File: src/sv/mtb_pkg.sv
// Types and constants shared by the timer bank modules.
`default_nettype none
package mtb_pkg;

  localparam int FUNC_W     = 3;
  localparam int IN_DATA_W  = 48;
  localparam int OUT_DATA_W = 48;

  typedef enum logic [2:0] {
    FN_ALLOC   = 3'd0,
    FN_FREE    = 3'd1,
    FN_BIND    = 3'd2,
    FN_SETTIME = 3'd3,
    FN_TICK    = 3'd4
  } func_t;

  typedef enum logic [1:0] {
    ST_FREE  = 2'd0,
    ST_ALLOC = 2'd1,
    ST_RUN   = 2'd2
  } slot_st_t;

  typedef enum logic [1:0] {
    S_IDLE,
    S_ALLOC,
    S_TICK,
    S_FLUSH
  } ctrl_state_t;

  typedef struct packed {
    logic take_in;
    logic alloc_step;
    logic tick_step;
    logic flush;
  } dp_cmd_t;

  typedef struct packed {
    logic out_free;
    logic scan_end;
    logic alloc_hit;
    logic tick_stall;
  } dp_sts_t;

endpackage
`default_nettype wire

File: src/sv/mtb_ctrl.sv
// Controller state machine that sequences the slot scans of the timer bank.
`default_nettype none
module mtb_ctrl (
  input  wire logic                   clk,
  input  wire logic                   rst_n,
  input  wire logic                   in_valid,
  input  wire logic [mtb_pkg::FUNC_W-1:0] in_func,
  output logic                        in_ready,
  output mtb_pkg::dp_cmd_t            cmd,
  input  wire mtb_pkg::dp_sts_t       sts
);

  mtb_pkg::ctrl_state_t state_r, state_nxt;

  always_ff @(posedge clk) begin
    if (!rst_n) begin
      state_r <= mtb_pkg::S_IDLE;
    end else begin
      state_r <= state_nxt;
    end
  end

  always_comb begin
    state_nxt = state_r;
    in_ready  = 1'b0;
    cmd       = '0;
    case (state_r)
      mtb_pkg::S_IDLE: begin
        in_ready = sts.out_free;
        if (in_valid && sts.out_free) begin
          cmd.take_in = 1'b1;
          if (in_func == mtb_pkg::FN_ALLOC) begin
            state_nxt = mtb_pkg::S_ALLOC;
          end else if (in_func == mtb_pkg::FN_TICK) begin
            state_nxt = mtb_pkg::S_TICK;
          end
        end
      end
      mtb_pkg::S_ALLOC: begin
        cmd.alloc_step = 1'b1;
        if (sts.alloc_hit || sts.scan_end) begin
          state_nxt = mtb_pkg::S_IDLE;
        end
      end
      mtb_pkg::S_TICK: begin
        cmd.tick_step = 1'b1;
        if (sts.scan_end && !sts.tick_stall) begin
          state_nxt = mtb_pkg::S_FLUSH;
        end
      end
      mtb_pkg::S_FLUSH: begin
        cmd.flush = sts.out_free;
        if (sts.out_free) begin
          state_nxt = mtb_pkg::S_IDLE;
        end
      end
      default: begin
        state_nxt = mtb_pkg::S_IDLE;
      end
    endcase
  end

endmodule
`default_nettype wire

File: src/sv/mtb_datapath.sv
// Slot tables, tick counter, scan index, pending expiry and output register.
`default_nettype none
module mtb_datapath #(
  parameter int NUM_SLOTS = 32
) (
  input  wire logic                       clk,
  input  wire logic                       rst_n,
  input  wire mtb_pkg::dp_cmd_t           cmd,
  output mtb_pkg::dp_sts_t                sts,
  input  wire logic [mtb_pkg::FUNC_W-1:0] in_func,
  input  wire logic [4:0]                 in_slot_id,
  input  wire logic [1:0]                 in_queue_id,
  input  wire logic [7:0]                 in_event_byte,
  input  wire logic [31:0]                in_timeout_ticks,
  output logic                            out_valid,
  input  wire logic                       out_ready,
  output logic                            out_ok,
  output logic [4:0]                      out_granted_slot,
  output logic                            out_fired,
  output logic [1:0]                      out_fire_queue,
  output logic [7:0]                      out_fire_byte,
  output logic [31:0]                     out_tick_total,
  output logic                            out_last
);

  // Slot ids are five bits wide, so at most 32 slots can be addressed.
  localparam int LIVE = (NUM_SLOTS < 32) ? NUM_SLOTS : 32;
  localparam int IW   = (LIVE > 1) ? $clog2(LIVE) : 1;

  mtb_pkg::slot_st_t status_r [LIVE];
  logic [31:0]       remain_r [LIVE];
  logic [1:0]        queue_r  [LIVE];
  logic [7:0]        byte_r   [LIVE];

  logic [31:0]   ticks_r, ticks_nxt;
  logic [IW-1:0] idx_r, idx_nxt;
  logic          pend_v_r, pend_v_nxt;
  logic [IW-1:0] pend_slot_r, pend_slot_nxt;
  logic [1:0]    pend_q_r, pend_q_nxt;
  logic [7:0]    pend_b_r, pend_b_nxt;

  logic          out_valid_r, out_valid_nxt;
  logic          ok_r;
  logic [4:0]    slot_r;
  logic          fired_r;
  logic [1:0]    fq_r;
  logic [7:0]    fb_r;
  logic [31:0]   total_r;
  logic          last_r;

  mtb_pkg::func_t    func;
  mtb_pkg::slot_st_t cur_st;
  logic [31:0]       cur_rem;
  logic [31:0]       rem_dec;
  logic              sid_ok;
  logic [IW-1:0]     sid_ix;
  logic              running;
  logic              expire;
  logic              out_free;
  logic              stall_cond;
  logic              step_ok;
  logic              scan_end;
  logic              alloc_hit;

  logic              load;
  logic              ld_ok;
  logic [4:0]        ld_slot;
  logic              ld_fired;
  logic [1:0]        ld_q;
  logic [7:0]        ld_b;
  logic              ld_last;

  assign func       = mtb_pkg::func_t'(in_func);
  assign sid_ok     = ({27'd0, in_slot_id} < 32'(LIVE));
  assign sid_ix     = in_slot_id[IW-1:0];
  assign cur_st     = status_r[idx_r];
  assign cur_rem    = remain_r[idx_r];
  assign rem_dec    = cur_rem - 32'd1;
  assign running    = (cur_st == mtb_pkg::ST_RUN);
  assign expire     = running && (cur_rem == 32'd1);
  assign out_free   = !out_valid_r || out_ready;
  // An expiry with one already held needs the output register to pass the held one on.
  assign stall_cond = expire && pend_v_r && !out_free;
  assign step_ok    = cmd.tick_step && !stall_cond;
  assign scan_end   = (idx_r == IW'(LIVE - 1));
  assign alloc_hit  = (cur_st == mtb_pkg::ST_FREE);

  assign sts.out_free   = out_free;
  assign sts.scan_end   = scan_end;
  assign sts.alloc_hit  = alloc_hit;
  assign sts.tick_stall = stall_cond;

  always_comb begin
    load     = 1'b0;
    ld_ok    = 1'b0;
    ld_slot  = 5'd0;
    ld_fired = 1'b0;
    ld_q     = 2'd0;
    ld_b     = 8'd0;
    ld_last  = 1'b1;
    if (cmd.take_in) begin
      case (func)
        mtb_pkg::FN_ALLOC, mtb_pkg::FN_TICK: begin
          load = 1'b0;
        end
        mtb_pkg::FN_FREE, mtb_pkg::FN_BIND, mtb_pkg::FN_SETTIME: begin
          load  = 1'b1;
          ld_ok = sid_ok;
        end
        default: begin
          load = 1'b1;
        end
      endcase
    end
    if (cmd.alloc_step && (alloc_hit || scan_end)) begin
      load    = 1'b1;
      ld_ok   = alloc_hit;
      ld_slot = alloc_hit ? 5'(idx_r) : 5'd0;
    end
    if (step_ok && expire && pend_v_r) begin
      load     = 1'b1;
      ld_ok    = 1'b1;
      ld_slot  = 5'(pend_slot_r);
      ld_fired = 1'b1;
      ld_q     = pend_q_r;
      ld_b     = pend_b_r;
      ld_last  = 1'b0;
    end
    if (cmd.flush) begin
      load  = 1'b1;
      ld_ok = 1'b1;
      if (pend_v_r) begin
        ld_slot  = 5'(pend_slot_r);
        ld_fired = 1'b1;
        ld_q     = pend_q_r;
        ld_b     = pend_b_r;
      end
    end
  end

  always_comb begin
    ticks_nxt     = ticks_r;
    idx_nxt       = idx_r;
    pend_v_nxt    = pend_v_r;
    pend_slot_nxt = pend_slot_r;
    pend_q_nxt    = pend_q_r;
    pend_b_nxt    = pend_b_r;
    if (cmd.take_in) begin
      idx_nxt    = '0;
      pend_v_nxt = 1'b0;
      if (func == mtb_pkg::FN_TICK) begin
        ticks_nxt = ticks_r + 32'd1;
      end
    end
    if ((cmd.alloc_step || step_ok) && !scan_end) begin
      idx_nxt = idx_r + IW'(1);
    end
    if (step_ok && expire) begin
      pend_v_nxt    = 1'b1;
      pend_slot_nxt = idx_r;
      pend_q_nxt    = queue_r[idx_r];
      pend_b_nxt    = byte_r[idx_r];
    end
    out_valid_nxt = load ? 1'b1 : (out_valid_r && !out_ready);
  end

  always_ff @(posedge clk) begin
    if (!rst_n) begin
      ticks_r     <= '0;
      idx_r       <= '0;
      pend_v_r    <= 1'b0;
      out_valid_r <= 1'b0;
      for (int i = 0; i < LIVE; i++) begin
        status_r[i] <= mtb_pkg::ST_FREE;
      end
    end else begin
      ticks_r     <= ticks_nxt;
      idx_r       <= idx_nxt;
      pend_v_r    <= pend_v_nxt;
      out_valid_r <= out_valid_nxt;
      if (cmd.take_in && sid_ok) begin
        if (func == mtb_pkg::FN_FREE) begin
          status_r[sid_ix] <= mtb_pkg::ST_FREE;
        end else if (func == mtb_pkg::FN_SETTIME) begin
          status_r[sid_ix] <= mtb_pkg::ST_RUN;
        end
      end
      if (cmd.alloc_step && alloc_hit) begin
        status_r[idx_r] <= mtb_pkg::ST_ALLOC;
      end
      if (step_ok && expire) begin
        status_r[idx_r] <= mtb_pkg::ST_ALLOC;
      end
    end
  end

  always_ff @(posedge clk) begin
    pend_slot_r <= pend_slot_nxt;
    pend_q_r    <= pend_q_nxt;
    pend_b_r    <= pend_b_nxt;
    if (cmd.take_in && sid_ok && (func == mtb_pkg::FN_BIND)) begin
      queue_r[sid_ix] <= in_queue_id;
      byte_r[sid_ix]  <= in_event_byte;
    end
    if (cmd.take_in && sid_ok && (func == mtb_pkg::FN_SETTIME)) begin
      remain_r[sid_ix] <= in_timeout_ticks;
    end else if (step_ok && running) begin
      remain_r[idx_r] <= rem_dec;
    end
    if (load) begin
      ok_r    <= ld_ok;
      slot_r  <= ld_slot;
      fired_r <= ld_fired;
      fq_r    <= ld_q;
      fb_r    <= ld_b;
      total_r <= ticks_r;
      last_r  <= ld_last;
    end
  end

  assign out_valid        = out_valid_r;
  assign out_ok           = ok_r;
  assign out_granted_slot = slot_r;
  assign out_fired        = fired_r;
  assign out_fire_queue   = fq_r;
  assign out_fire_byte    = fb_r;
  assign out_tick_total   = total_r;
  assign out_last         = last_r;

endmodule
`default_nettype wire

File: src/sv/multi_timer_bank.sv
// Free, bind, set timeout and unknown operations load their result into the output register on accept;
// alloc scans the slots from slot 0 until it finds a free slot or reaches the last one, L = min(NUM_SLOTS,32).
// Tick visits one slot per cycle while no expiry is stalled, and gives its final result from the flush state;
// each expiry after the first waits on the output register, so out_tready stalls lengthen it.
// One operation is in flight at a time; the next is taken once the output register can accept.
// Synchronous reset frees every slot and clears the tick count; there is no clearing pass.
`default_nettype none
module multi_timer_bank #(
  parameter int NUM_SLOTS = 32
) (
  input  wire logic                           clk,
  input  wire logic                           rst_n,
  input  wire logic                           in_tvalid,
  output logic                                in_tready,
  // slot_id[4:0], queue_id[6:5], event_byte[14:7], timeout_ticks[46:15], zero fill
  input  wire logic [mtb_pkg::IN_DATA_W-1:0]  in_tdata,
  // func[2:0]
  input  wire logic [mtb_pkg::FUNC_W-1:0]     in_tuser,
  output logic                                out_tvalid,
  input  wire logic                           out_tready,
  // ok[0], granted_slot[5:1], fire_queue[7:6], fire_byte[15:8], tick_total[47:16]
  output logic [mtb_pkg::OUT_DATA_W-1:0]      out_tdata,
  // fired[0]
  output logic [0:0]                          out_tuser,
  output logic                                out_tlast
);

  mtb_pkg::dp_cmd_t cmd;
  mtb_pkg::dp_sts_t sts;

  logic        ok;
  logic [4:0]  granted_slot;
  logic        fired;
  logic [1:0]  fire_queue;
  logic [7:0]  fire_byte;
  logic [31:0] tick_total;

  mtb_ctrl u_ctrl (
    .clk      (clk),
    .rst_n    (rst_n),
    .in_valid (in_tvalid),
    .in_func  (in_tuser),
    .in_ready (in_tready),
    .cmd      (cmd),
    .sts      (sts)
  );

  mtb_datapath #(
    .NUM_SLOTS (NUM_SLOTS)
  ) u_dp (
    .clk              (clk),
    .rst_n            (rst_n),
    .cmd              (cmd),
    .sts              (sts),
    .in_func          (in_tuser),
    .in_slot_id       (in_tdata[4:0]),
    .in_queue_id      (in_tdata[6:5]),
    .in_event_byte    (in_tdata[14:7]),
    .in_timeout_ticks (in_tdata[46:15]),
    .out_valid        (out_tvalid),
    .out_ready        (out_tready),
    .out_ok           (ok),
    .out_granted_slot (granted_slot),
    .out_fired        (fired),
    .out_fire_queue   (fire_queue),
    .out_fire_byte    (fire_byte),
    .out_tick_total   (tick_total),
    .out_last         (out_tlast)
  );

  assign out_tdata = {tick_total, fire_byte, fire_queue, granted_slot, ok};
  assign out_tuser = fired;

endmodule
`default_nettype wire

File: config.mk
export PLATFORM = sky130hd
export DESIGN_NAME = multi_timer_bank
export DESIGN_NICKNAME = d
export VERILOG_FILES = /design/src/sv/mtb_pkg.sv /design/src/sv/mtb_ctrl.sv /design/src/sv/mtb_datapath.sv /design/src/sv/multi_timer_bank.sv
export SDC_FILE = /design/constraint.sdc
export NUM_CORES = 1
export LEC_CHECK = 0
export BUFFER_PORTS_ARGS = -buffer_cell sky130_fd_sc_hd__buf_2
export CAP_MARGIN = 20
export CELL_PAD_IN_SITES_DETAIL_PLACEMENT = 1
export CELL_PAD_IN_SITES_GLOBAL_PLACEMENT = 1
export CORE_ASPECT_RATIO = 1.5
export CORE_MARGIN = 4
export CORE_UTILIZATION = 48
export CTS_CLUSTER_SIZE = 12
export DETAILED_ROUTE_END_ITERATION = 16
export PLACE_DENSITY_LB_ADDON = 0.1
export SYNTH_ARGS = -nofsm -noshare
export SYNTH_HDL_FRONTEND = slang
export SYNTH_SLANG_ARGS = --single-unit
File: constraint.sdc
create_clock -name clk -period 7 [get_ports clk]
set_input_delay 1.05 -clock clk [delete_from_list [all_inputs] [get_ports clk]]
set_output_delay 1.05 -clock clk [all_outputs]
set_load 0.005 [all_outputs]
# Word level (Yosys, flattened, before mapping)
# Memories as Yosys holds them, arrays and structs flattened. A register that Yosys moved wholly into a read port is not among the register bits.
# Cells that the tools add are included.
# totals
regBits	96
latchBits	0
ramBits	1408
romBits	0
inputBits	55
wordCells	152
n_memories	4
# mem_list
memory	words	word_bits	rd	rd_clocked_by_memory_dff	write_ports	line_no	source
u_dp.remain_r	32	32	1	1	1	mtb_datapath.sv:31	logic [31:0] remain_r [LIVE];
u_dp.byte_r	32	8	1	1	1	mtb_datapath.sv:33	logic [7:0] byte_r [LIVE];
u_dp.queue_r	32	2	1	1	1	mtb_datapath.sv:32	logic [1:0] queue_r [LIVE];
u_dp.status_r	32	2	1	1	32	mtb_datapath.sv:30	mtb_pkg::slot_st_t status_r [LIVE];
# op_classes
addsub	3
multipliers	0
div	0
order_cmp	0
eq_ne	15
shift	0
mux	79
bitwise_logic	2
reduce_logical	36
# ops
operator	count
2-to-1 mux 5 bit	14
2-to-1 mux 1 bit	47
adder 32 x 1 -> 32 bit, second input constant	1
== test 32 x 1 -> 1 bit, second input constant	1
2-to-1 mux 32 bit	1
OR reduction 32 bit	1
subtractor 32 x 1 -> 32 bit, second input constant	1
2-to-1 mux 2 bit	13
2-to-1 mux 8 bit	3
logical AND 1 bit	15
!= test 2 x 1 -> 1 bit, second input constant	4
one-hot mux 2 bit (4 select lines)	1
OR reduction 2 bit	4
== test 2 bit, second input constant	3
== test 3 x 2 -> 1 bit, second input constant	2
adder 5 x 1 -> 5 bit, second input constant	1
== test 5 bit, second input constant	1
logical NOT 1 bit	5
AND reduction 5 bit	1
logical NOT 2 bit	2
nonzero test 2 bit	2
== test 3 x 1 -> 1 bit, second input constant	1
== test 3 bit, second input constant	1
logical NOT 3 bit	1
other kinds (6)	9

# Longest topological paths before layout
# Gate-level depths: netlist of run 1.
# logic_depth
depth_word	13
depth_mapped	24

# Cells and area by module
# From an unflattened synthesis of run 1, not the netlist that was laid out.
# unflattened
hier_cells	3467
area_unflattened_um2	60720.7
# by_module_without_submodules
mod	n_inst	cells_per_inst	area_per_inst_um2
mtb_datapath	1	3446	60551.8
mtb_ctrl	1	20	161.4
multi_timer_bank	1	1	7.5

# Worst setup path before layout of run 1
# No wires, ideal clock.
# synth_path
path_kind	register -> register
start	register with a tool-made name
end	memory u_dp.remain_r[14][0], enable pin
arrival_ps	5885
slack_ps	645
stages_incl_launch_ff	20
n_path_buf	10
path_cell_list	dfxtp_1 > buf_6 > buf_12 > buf_8 > buf_12 > buf_8 > buf_8 > buf_6 > buf_8 > buf_6 > mux4_2 > a22oi_1 > and4_1 > ha_1 > nand2_1 > nor4_4 > a211oi_2 > buf_6 > mux2_4 > a211oi_1
# synth_lines
item	line_no
end: declaration	mtb_datapath.sv:31

==> metrics.txt, run 1 <==
Int Pwr 14220 uW; Die H ~440 um; #FFs+latches synth approximately 1500; Final WS setup 1.005 ns; CP required 7.46 ns; setup TNS 0 ns; CTS tree done; P_sw 3645 uW; vias per cell 6.060; Pwr Density 259.5 mW/mm2; Post-CTS Hold Fix Bufs 0; IO Count 107; layout cell share with drive strength beyond 1 22.52%; Starting Density 48.46%; status finished clean; initial antenna violation count 2; Leak about 0.021 uW; Least-Margin Pin Slew between 1 and 1.5 ns; Setup crit start kind flip-flop; cell area after synthesis 0.06083 mm2; ys async rst share 0%; NumNets Final 3480; vias in the first global route 33780; CTS sink cnt between 1500 and 2000; VDD IR-drop max approximately 0.00021 V; Seq/Total Area, Yosys 74.23%; WL final approximately 160000 um; Antenna Nets Post-Route 0; post-route minimum period roughly 6.0 ns; Comb pwr share 2.4%; worst reg2reg setup slack between 1 and 1.5 ns; R2R cell count 13; Final Max Tran Viols 0; DRC violation total after the first TritonRoute iteration 2643; synth top area cells edfxtp_1 (73%), mux4_2 (9.7%), mux2i_1 (4.5%); Rows 159; Die Wd roughly 300 um; Core Region around 0.13 mm2; CTS buffer count 150; PnR Total Power between 15000 and 20000 uW; fmax 166.8 MHz; first-pass GRT wire length 235300 um; area grow syn2layout 13.18%; Congestion Overflow GR 0; Core Util, Final between 50% and 60%; RSZ-0062 raised after global routing false; # setup viols final 0; Synth area leader edfxtp_1; HP Class flip-flop to flip-flop; syn avg cell area 18.97 um2; residual DRC count 0; Syn. warnings 0; Worst-Skew Late Latency 0.78 ns; DR pass1 iterations 6; clk_skew 0.02817 ns; Mapped Cells 3206; CP Capture Type flip-flop; headroom to the max-slew limit 24.16%; hold worst-path end u_dp.out_tick_total[31]$_DFFE_PP_; H-tree Lvls 4; Worst Hold Path Cells 0; crit-path max FO 16; GR Util All Layers 24.47%; syn nets 3266; pre-CTS worst setup slack 0.9421 ns; EDFF count, synth 1473; Hold Violations, Final 0; CTS Buffer Depth 3; via count 31380; area of the die approximately 0.13 mm2; Post-synth top flop edfxtp_1; kind of critical path flip-flop to flip-flop; max_cap viols 0; cts repair resizes 0; largest net degree at the start of global routing 71; CP arrival 6.46 ns; hpwl dp between 90000 and 100000 um; period utilization between 80% and 90%; post-synth cell types 69; sequential share of power between 50% and 60%; port bufs 105; share of the synthesized area in the top cell type 72.71%; WL/cell 31.23 um; clk slew on worst S/H paths 0.06 ns; clock root cell clkbuf_16; clock power share 41.4%; number of buffers added for setup after CTS 0; GP Congestion 0.7880; reg2reg end u_dp.remain_r[14][28]$_DFFE_PP_; Hold Startpoint u_dp.ticks_r[31]$_SDFFE_PN0P_; sw frac 20.40%
==> cell usage in the layout (no fill, tap or decap), drive strengths merged, types with 12 or more instances in the layout <==
master  netlist  layout
nor3         25      25
edfxtp     1473    1473
a211oi       40      40
dfxtp        46      46
a22o         12      12
clkinv        1      21
a31oi        26      26
and2         48      48
mux4        261     261
o22ai        22      22
mux2         42      42
xor2         18      18
nand4        21      21
nand2       109     109
clkbuf       85     187
nand2b       15      15
nor2b        29      29
buf         107     254
xnor2        39      39
a21oi        26      26
inv          17      25
and3         41      41
nor2        123     123
nand3        94      94
a22oi       109     109
mux2i       276     276
==> worst max-delay path, stage by stage (launching register included) <==
cell and delay, ns:
dfxtp_1 0.88, clkinv_1 0.66, buf_4 0.41, mux4_2 0.25, inv_1 0.04, o21ai_1 0.17, and2b_1 0.33, nand4_1 0.38
and4bb_2 0.33, a211oi_4 0.46, buf_12 0.22, nand2b_2 0.48, a211oi_4 0.69, buf_4 0.34
==> final cells by class <==
cell class | instances | area [um2]
multi-input cells | 1477 | 15010
inverters | 18 | 67.56
flip-flops and latches | 1519 | 45170
well taps | 1690 | 2115
clock inverters | 31 | 364.1
fillers | 11000 | 56680
clock buffers | 187 | 3945
diodes | 2 | 5.005
repair buffers | 254 | 2172
==> layer usage <==
metal  global-route usage [%]  up-vias  wire (um)  share of wire, %
met5                        0        -          0                 0
met4                    6.971        0       4188               2.6
met3                    3.407      243       6958               4.3
met2                    45.12      850      88650                55
met1                    30.11    16930      61930                38
li1                         -    13350          -                 -
==> worst max-delay path by stage <==
stage / startpoint / endpoint / cells past startpoint
after CTS: flip-flop / u_dp.remain_r[12][9]$_DFFE_PP_ / 12
after global routing: flip-flop / u_dp.remain_r[17][20]$_DFFE_PP_ / 16
after detailed placement: flip-flop / u_dp.remain_r[14][25]$_DFFE_PP_ / 12
after global placement: flip-flop / u_dp.remain_r[14][25]$_DFFE_PP_ / 12
after floorplan: flip-flop / u_dp.remain_r[14][0]$_DFFE_PP_ / 19
final: flip-flop / u_dp.remain_r[14][28]$_DFFE_PP_ / 13
==> synthesized netlist by cell type (26+ instances only) <==
cell type	instances
edfxtp_1	1473
mux2i_1	276
mux4_2	261
and2_1	47
nand2_1	108
clkbuf_1	85
and3_1	41
buf_2	42
xnor2_1	39
dfxtp_1	46
nor2_1	123
a22oi_1	109
a211oi_1	37
a31oi_1	26
nor2b_1	29
nand3_1	94
==> power groups by stage <==
stage	Clock (uW)	Sequential (uW)	Combinational [uW]
2_1_floorplan	0	10200	239
3_3_place_gp	0	10200	413
3_5_place_dp	0	10200	437
4_1_cts	7570	10000	438
5_1_grt	7960	10000	471
6_report	7400	10000	433
==> per-stage QoR <==
stage          instance area [um2]  hold WS (ns)  cells
2_1_floorplan                60830        0.4292   3206
3_3_place_gp                 64320        0.4416   4936
3_5_place_dp                 64420        0.4416   4944
4_1_cts                      68720        0.4558   5162
5_1_grt                      68850        0.4680   5176
6_report                     68850        0.4635   5178
==> registers in the layout (all words and copies together), names as in the netlist, 5 cells and up, named ones only <==
signal,cells
u_dp.byte_r,256
u_dp.ticks_r,32
u_dp.out_fire_byte,8
u_dp.pend_b_r,8
u_dp.idx_r,5
u_dp.status_r,64
u_dp.remain_r,1024
u_dp.pend_slot_r,5
u_dp.out_tick_total,32
u_dp.queue_r,64
u_dp.out_granted_slot,5
==> cells by family after synthesis <==
family                     Yosys count  synth area share (%)
and+or+nand+nor                    565                 4.762
DFF                               1519                 74.23
AOI/OAI and AO/OA                  271                 3.215
buffers and inverters              210                 1.880
adders and majority gates            5                0.1028
muxes                              579                 14.99
xor gates and xnor gates            57                0.8207
Power figures use the tool's default switching activity.
==> run 2: changes to the inputs <==
--- a/config.mk
+++ b/config.mk
@@ -11,7 +11,7 @@
 export CELL_PAD_IN_SITES_GLOBAL_PLACEMENT = 1
 export CORE_ASPECT_RATIO = 1.5
 export CORE_MARGIN = 4
-export CORE_UTILIZATION = 48
+export CORE_UTILIZATION = 50
 export CTS_CLUSTER_SIZE = 12
 export DETAILED_ROUTE_END_ITERATION = 16
 export PLACE_DENSITY_LB_ADDON = 0.1
==> constraint.sdc (replaced) <==
create_clock -name clk -period 7 [get_ports clk]
set_input_delay 0.7 -clock clk [delete_from_list [all_inputs] [get_ports clk]]
set_output_delay 0.7 -clock clk [all_outputs]
set_load 0.005 [all_outputs]
==> metrics.txt, run 2 (synthesis results as in run 1) <==
CTS sink cnt 1519 (unchanged); critical path's top delay family compound AO/OA/AOI/OAI gates; Pwr Density 259.4 mW/mm2 (about the same); period utilization 88.57% (+2.9 points); Die H 435.2 um (-2.0%); biggest regs u_dp.remain_r (1024), u_dp.byte_r (256); number of buffers added for setup after CTS 0 (unchanged); fill count 10530 (-4.3%); met2 WL 86650 um (-2.3%); WL/cell 31.69 um (+1.5%); residual DRC count 0 (unchanged); cts repair resizes 0 (unchanged); kind of critical path flip-flop to flip-flop; commonest non-fill, non-tap cell in the layout edfxtp_1; max_cap viols 0 (unchanged); Setup crit start kind flip-flop; CP arrival 6.66 ns (+0.20 ns); CP required 7.46 ns (about the same); GR Util All Layers 25.20% (+0.73 points); # setup viols final 0 (unchanged); status finished clean; Hold Violations, Final 0 (unchanged); DRC violation total after the first TritonRoute iteration 2667 (+0.91%); Rows 156 (-1.9%); RSZ-0062 raised after global routing false; Least-Margin Pin Slew 1.148 ns (+0.01472 ns); Hold Slack 0.2139 ns (-0.2497 ns); area of the die 0.1274 mm2 (-3.9%); GP Congestion 0.8110 (+2.9%); metal3 WL 8376 um (+20%); via count 31560 (+0.59%); VDD IR-drop max 0.0002606 V (+21%); WL final 160800 um (-0.58%); DR pass1 iterations 8 (+2); CTS buffer count 149 (-0.67%); Antenna Nets Post-Route 0 (unchanged); vias in the first global route 34420 (+1.9%); clk slew on worst S/H paths 0.06 ns (about the same); max layer used met5; post-route minimum period 6.200 ns (+0.2053 ns); Ant. Diodes 0 (-2); Congestion Overflow GR 0 (unchanged); largest net degree at the start of global routing 80 (+13%); most frequent cells in the layout edfxtp_1 (1473), mux2i_1 (274), mux4_2 (261), clkbuf_16 (151), nor2_1 (121); WP buf/inv 4 (-1); HP Class input port to flip-flop; Leak 0.02103 uW (+0.15%); Worst-Skew Late Latency 0.78 ns (about the same); CTS Buffer Depth 3 (unchanged); CTS tree done; CP dominant cell by count buf_4; crit-path max cell delay 1.08 ns (+0.20 ns); port bufs 105 (unchanged); first-pass GRT wire length 233900 um (-0.60%); H-tree Lvls 4 (unchanged); initial antenna violation count 3 (+1); vias per cell 6.221 (+2.6%); IO Count 107 (unchanged); Final Max Tran Viols 0 (unchanged); Post-CTS Hold Fix Bufs 0 (unchanged); worst-path cell chain buf_12, mux2i_1, a22o_1, a2111oi_0, a31o_1, a311oi_2, nand4_1, buf_4, nor4_4, buf_4, a211oi_4, mux2i_1, a211oi_4, buf_4; clock root cell clkbuf_16; multi-input logic area 0.01502 mm2 (about the same); area grow syn2layout 12.92%; register area 0.04517 mm2 (unchanged); Post-Place Cell Area 0.06421 mm2 (-0.32%); hpwl dp 94190 um (-1.0%); NumNets Final 3489 (+0.26%); Largest Register u_dp.remain_r; final std cell area, no fill 0.06869 mm2 (-0.23%); Core Region 0.1206 mm2 (-3.9%); Starting Density 50.43% (+2.0 points); Die Wd 292.8 um (-2.0%); headroom to the max-slew limit 23.21% (-0.95 points); Largest register FFs 1024 (unchanged); crit-path max FO 54 (+38); setup TNS 0 ns (unchanged); CP Capture Type flip-flop; clk_skew 0.02659 ns (-0.001583 ns); WL met1 61070 um (-1.4%); layout cell share with drive strength beyond 1 22.78% (+0.26 points); CP max-delay cell a211oi_4; fmax 161.3 MHz (-3.3%)
run 2: cell count changes in the layout (fill, tap and decap cells not counted), moves of 2 or more:
cell / delta
buf_12: -10
buf_16: +2
buf_4: +13
buf_8: +3
clkbuf_8: +2
clkinv_1: -3
diode_2: -2
run 2: final cells by class:
cell class	instances	area share, %
well taps	1580	2.878
clock buffers	189	5.752
inverters	18	0.09836
clock inverters	27	0.4699
repair buffers	264	3.182
flip-flops and latches	1519	65.76
multi-input cells	1477	21.86
run 2: worst paths after layout:
path,from,endpoint,slack (ns),depth (start not counted)
max reg2reg,flip-flop,u_dp.remain_r[5][24]$_DFFE_PP_,0.80,14
min reg2reg,u_dp.ticks_r[31]$_SDFFE_PN0P_,u_dp.out_tick_total[31]$_DFFE_PP_,0.46,0
max,flip-flop,u_dp.remain_r[5][24]$_DFFE_PP_,0.80,14
min,rst_n,u_dp.ticks_r[31]$_SDFFE_PN0P_,0.21,2
run 2: stage by stage:
stage          setup WS [ns]  std cells  total power, uW  util (%)
4_1_cts               0.5604       5058            17980     56.78
6_report              0.7998       5074            17820     56.95
3_3_place_gp          0.8184       4831            10640     53.14
5_1_grt               0.5016       5074            18400     56.95
3_5_place_dp          0.6926       4842            10670     53.23
2_1_floorplan         0.6447       3206            10460         -
run 2: where the power goes:
group	total (uW)	switching [uW]	internal (uW)
sequential	10000	20.1	10000
clock	7340	3300	4040
combinational	451	309	142
run 2: metal layers:
layer / track usage, % / vias up
li1: - / 13370
met1: 31.35 / 16900
met2: 45.40 / 1024
met3: 4.043 / 265
met4: 7.678 / 2
met5: 0 / -
==> run 3: changes to the inputs <==
--- a/config.mk
+++ b/config.mk
@@ -12,6 +12,7 @@
 export CORE_ASPECT_RATIO = 1.5
 export CORE_MARGIN = 4
 export CORE_UTILIZATION = 50
+export CTS_BUF_LIST = sky130_fd_sc_hd__clkbuf_2
 export CTS_CLUSTER_SIZE = 12
 export DETAILED_ROUTE_END_ITERATION = 16
 export PLACE_DENSITY_LB_ADDON = 0.1
==> metrics.txt, run 3 (synthesis results as in run 1) <==
status finished clean; H-tree Lvls 5 (+1); Antenna Nets Post-Route 0 (unchanged); CP Capture Type flip-flop; PnR Total Power 15930 uW (-11%); Leak 0.02172 uW (+3.3%); CTS Buffer Depth 4 (+1); number of buffers added for setup after CTS 0 (unchanged); Core Region 0.1206 mm2 (unchanged); Hold Startpoint in_tdata[27]; Largest Register u_dp.remain_r; most frequent cells in the layout edfxtp_1 (1473), clkbuf_2 (519), mux2i_1 (274), mux4_2 (261), nor2_1 (121); headroom to the max-slew limit 23.46% (+0.25 points); clk_skew 0.1698 ns (+0.1432 ns); Comb pwr share 3.1% (+0.6 points); placed cell count 4842 (unchanged); worst-path cell chain buf_12, buf_4, mux4_2, o22ai_1, nor4_1, nor4_2, and4bb_2, a211oi_4, mux2i_1, a211oi_4, buf_4; NumNets Final 3789 (+8.6%); WL/cell 29.37 um (-7.3%); vias in the first global route 36720 (+6.7%); area of the die 0.1274 mm2 (unchanged); P_sw 3756 uW (+3.6%); IO Count 107 (unchanged); layout cell share with drive strength beyond 1 29.29% (+6.5 points); fill count 10980 (+4.2%); setup TNS 0 ns (unchanged); fin cells 5565 (+9.7%); hold worst-path end u_dp.remain_r[4][12]$_DFFE_PP_; Die H 435.2 um (unchanged); CP max-delay cell a211oi_4; final std cell area, no fill 0.06837 mm2 (-0.47%); DRC violation total after the first TritonRoute iteration 2498 (-6.3%); reg2reg end u_dp.remain_r[5][25]$_DFFE_PP_; biggest regs u_dp.remain_r (1024), u_dp.byte_r (256); clk slew on worst S/H paths 0.12 ns (+0.06 ns); Least-Margin Pin Slew 1.144 ns (-0.003665 ns); Starting Density 50.43% (unchanged); initial antenna violation count 3 (unchanged); GR Util All Layers 25.61% (+0.40 points); WP buf/inv 3 (-1); worst reg2reg setup slack 0.75 ns (-0.05 ns); CP arrival 7.54 ns (+0.88 ns); sequential share of power 62.9% (+6.6 points); residual DRC count 0 (unchanged); area grow syn2layout 12.39%; Int Pwr 12180 uW (-14%); fmax 159.9 MHz (-0.87%); critical path's top delay family compound AO/OA/AOI/OAI gates; Worst-Skew Late Latency 1.69 ns (+0.91 ns); clock power share 34.0% (-7.2 points); sw frac 23.58% (+3.2 points); CTS tree done; clock root cell clkbuf_2; register area 0.04517 mm2 (unchanged); Congestion Overflow GR 0 (unchanged); max_cap viols 0 (unchanged); largest net degree at the start of global routing 80 (unchanged); Worst Hold Path Cells 4 (+2); GP Congestion 0.8110 (unchanged); first-pass GRT wire length 238900 um (+2.1%); commonest non-fill, non-tap cell in the layout edfxtp_1; via count 33220 (+5.2%); HP Class input port to flip-flop; DR pass1 iterations 6 (-2); crit-path max FO 29 (-46%); kind of critical path flip-flop to flip-flop; Pwr Density 233.0 mW/mm2 (-10%); vias per cell 5.969 (-4.0%); hpwl dp 94190 um (unchanged); Largest register FFs 1024 (unchanged); Die Wd 292.8 um (unchanged); period utilization 89.35% (+0.78 points); Final Max Tran Viols 0 (unchanged); port bufs 105 (unchanged); Post-Place Cell Area 0.06421 mm2 (unchanged); WL final 163400 um (+1.7%); crit-path max cell delay 1.07 ns (about the same); Setup crit start kind flip-flop; multi-input logic area 0.01502 mm2 (unchanged); VDD IR-drop max 0.0001616 V (-38%); Core Util, Final 56.68% (-0.27 points); CTS sink cnt 1519 (unchanged); CTS buffer count 361 (+140%); post-route minimum period 6.255 ns (+0.05450 ns); Rows 156 (unchanged); R2R cell count 11 (-3); Hold Violations, Final 0 (unchanged); CP required 8.29 ns (+0.83 ns); RSZ-0062 raised after global routing false; # setup viols final 0 (unchanged)
-- run 3: cell types whose count changed in the layout (fill, tap and decap cells not counted), moves of 3 or more --
cell           delta
clkbuf_2        +518
clkbuf_16       -150
dlygate4sd3_1    +83
clkinv_1         +69
clkbuf_1         -35
inv_2             +8
clkinv_2          +7
inv_6             -5
buf_8             +4
clkinv_8          -4
diode_2           +4
inv_16            -4
clkbuf_8          -3
-- run 3: worst reg2reg max path, stage by stage, from the launching register on --
cell,delay (ns)
dfxtp_4,0.65
buf_12,0.29
buf_4,0.34
mux4_2,0.26
o22ai_1,0.09
nor4_1,0.92
nor4_2,0.28
and4bb_2,0.36
a211oi_4,0.75
mux2i_1,0.54
a211oi_4,1.07
buf_4,0.37
-- run 3: repair_timing --
action                     CTS  global route
hold endpoints to repair  1815             2
gates resized for setup      0             0
hold buffers                82             1
-- run 3: power groups by stage --
stage,Combinational [uW],Sequential (uW),Clock [uW]
floorplan,239,10200,0
global placement,422,10200,0
detailed placement,448,10200,0
CTS,485,10000,5610
global route,535,10000,6120
finish,497,10000,5420
-- run 3: per-stage QoR --
step           hold slack (ns)  setup slack [ns]
2_1_floorplan           0.4292            0.6447
3_3_place_gp            0.4413            0.8184
3_5_place_dp            0.4482            0.6926
4_1_cts               0.002679            0.6094
5_1_grt              -0.001047            0.4135
6_report                0.1470            0.7453
-- run 3: final cells by class --
class	instances	share of cell area, %
clock buffer	518	3.792
inverter	18	0.09882
antenna	4	0.01464
multi-input combinational	1477	21.97
clock inverter	97	0.5929
tap	1580	2.891
sequential	1519	66.07
timing repair buffer	352	4.575
-- run 3: worst max path at each step --
stage | startpoint | end | cells past startpoint
after detailed placement | flip-flop | u_dp.remain_r[5][11]$_DFFE_PP_ | 11
after global placement | flip-flop | u_dp.remain_r[5][11]$_DFFE_PP_ | 11
after CTS | flip-flop | u_dp.remain_r[5][9]$_DFFE_PP_ | 11
after floorplan | flip-flop | u_dp.remain_r[14][0]$_DFFE_PP_ | 19
final | flip-flop | u_dp.remain_r[5][25]$_DFFE_PP_ | 11
after global routing | flip-flop | u_dp.remain_r[5][9]$_DFFE_PP_ | 11
-- run 3: routing by layer --
layer  up-vias  wire length, um  share of wire [%]  global-route usage (%)
li1      14210                -                  -                       -
met2      1162            88150                 54                   45.91
met1     17540            61380                 38                   30.83
met4         2             4970                3.0                   9.093
met3       306             8928                5.5                   5.017
met5         -                9             0.0055                       0
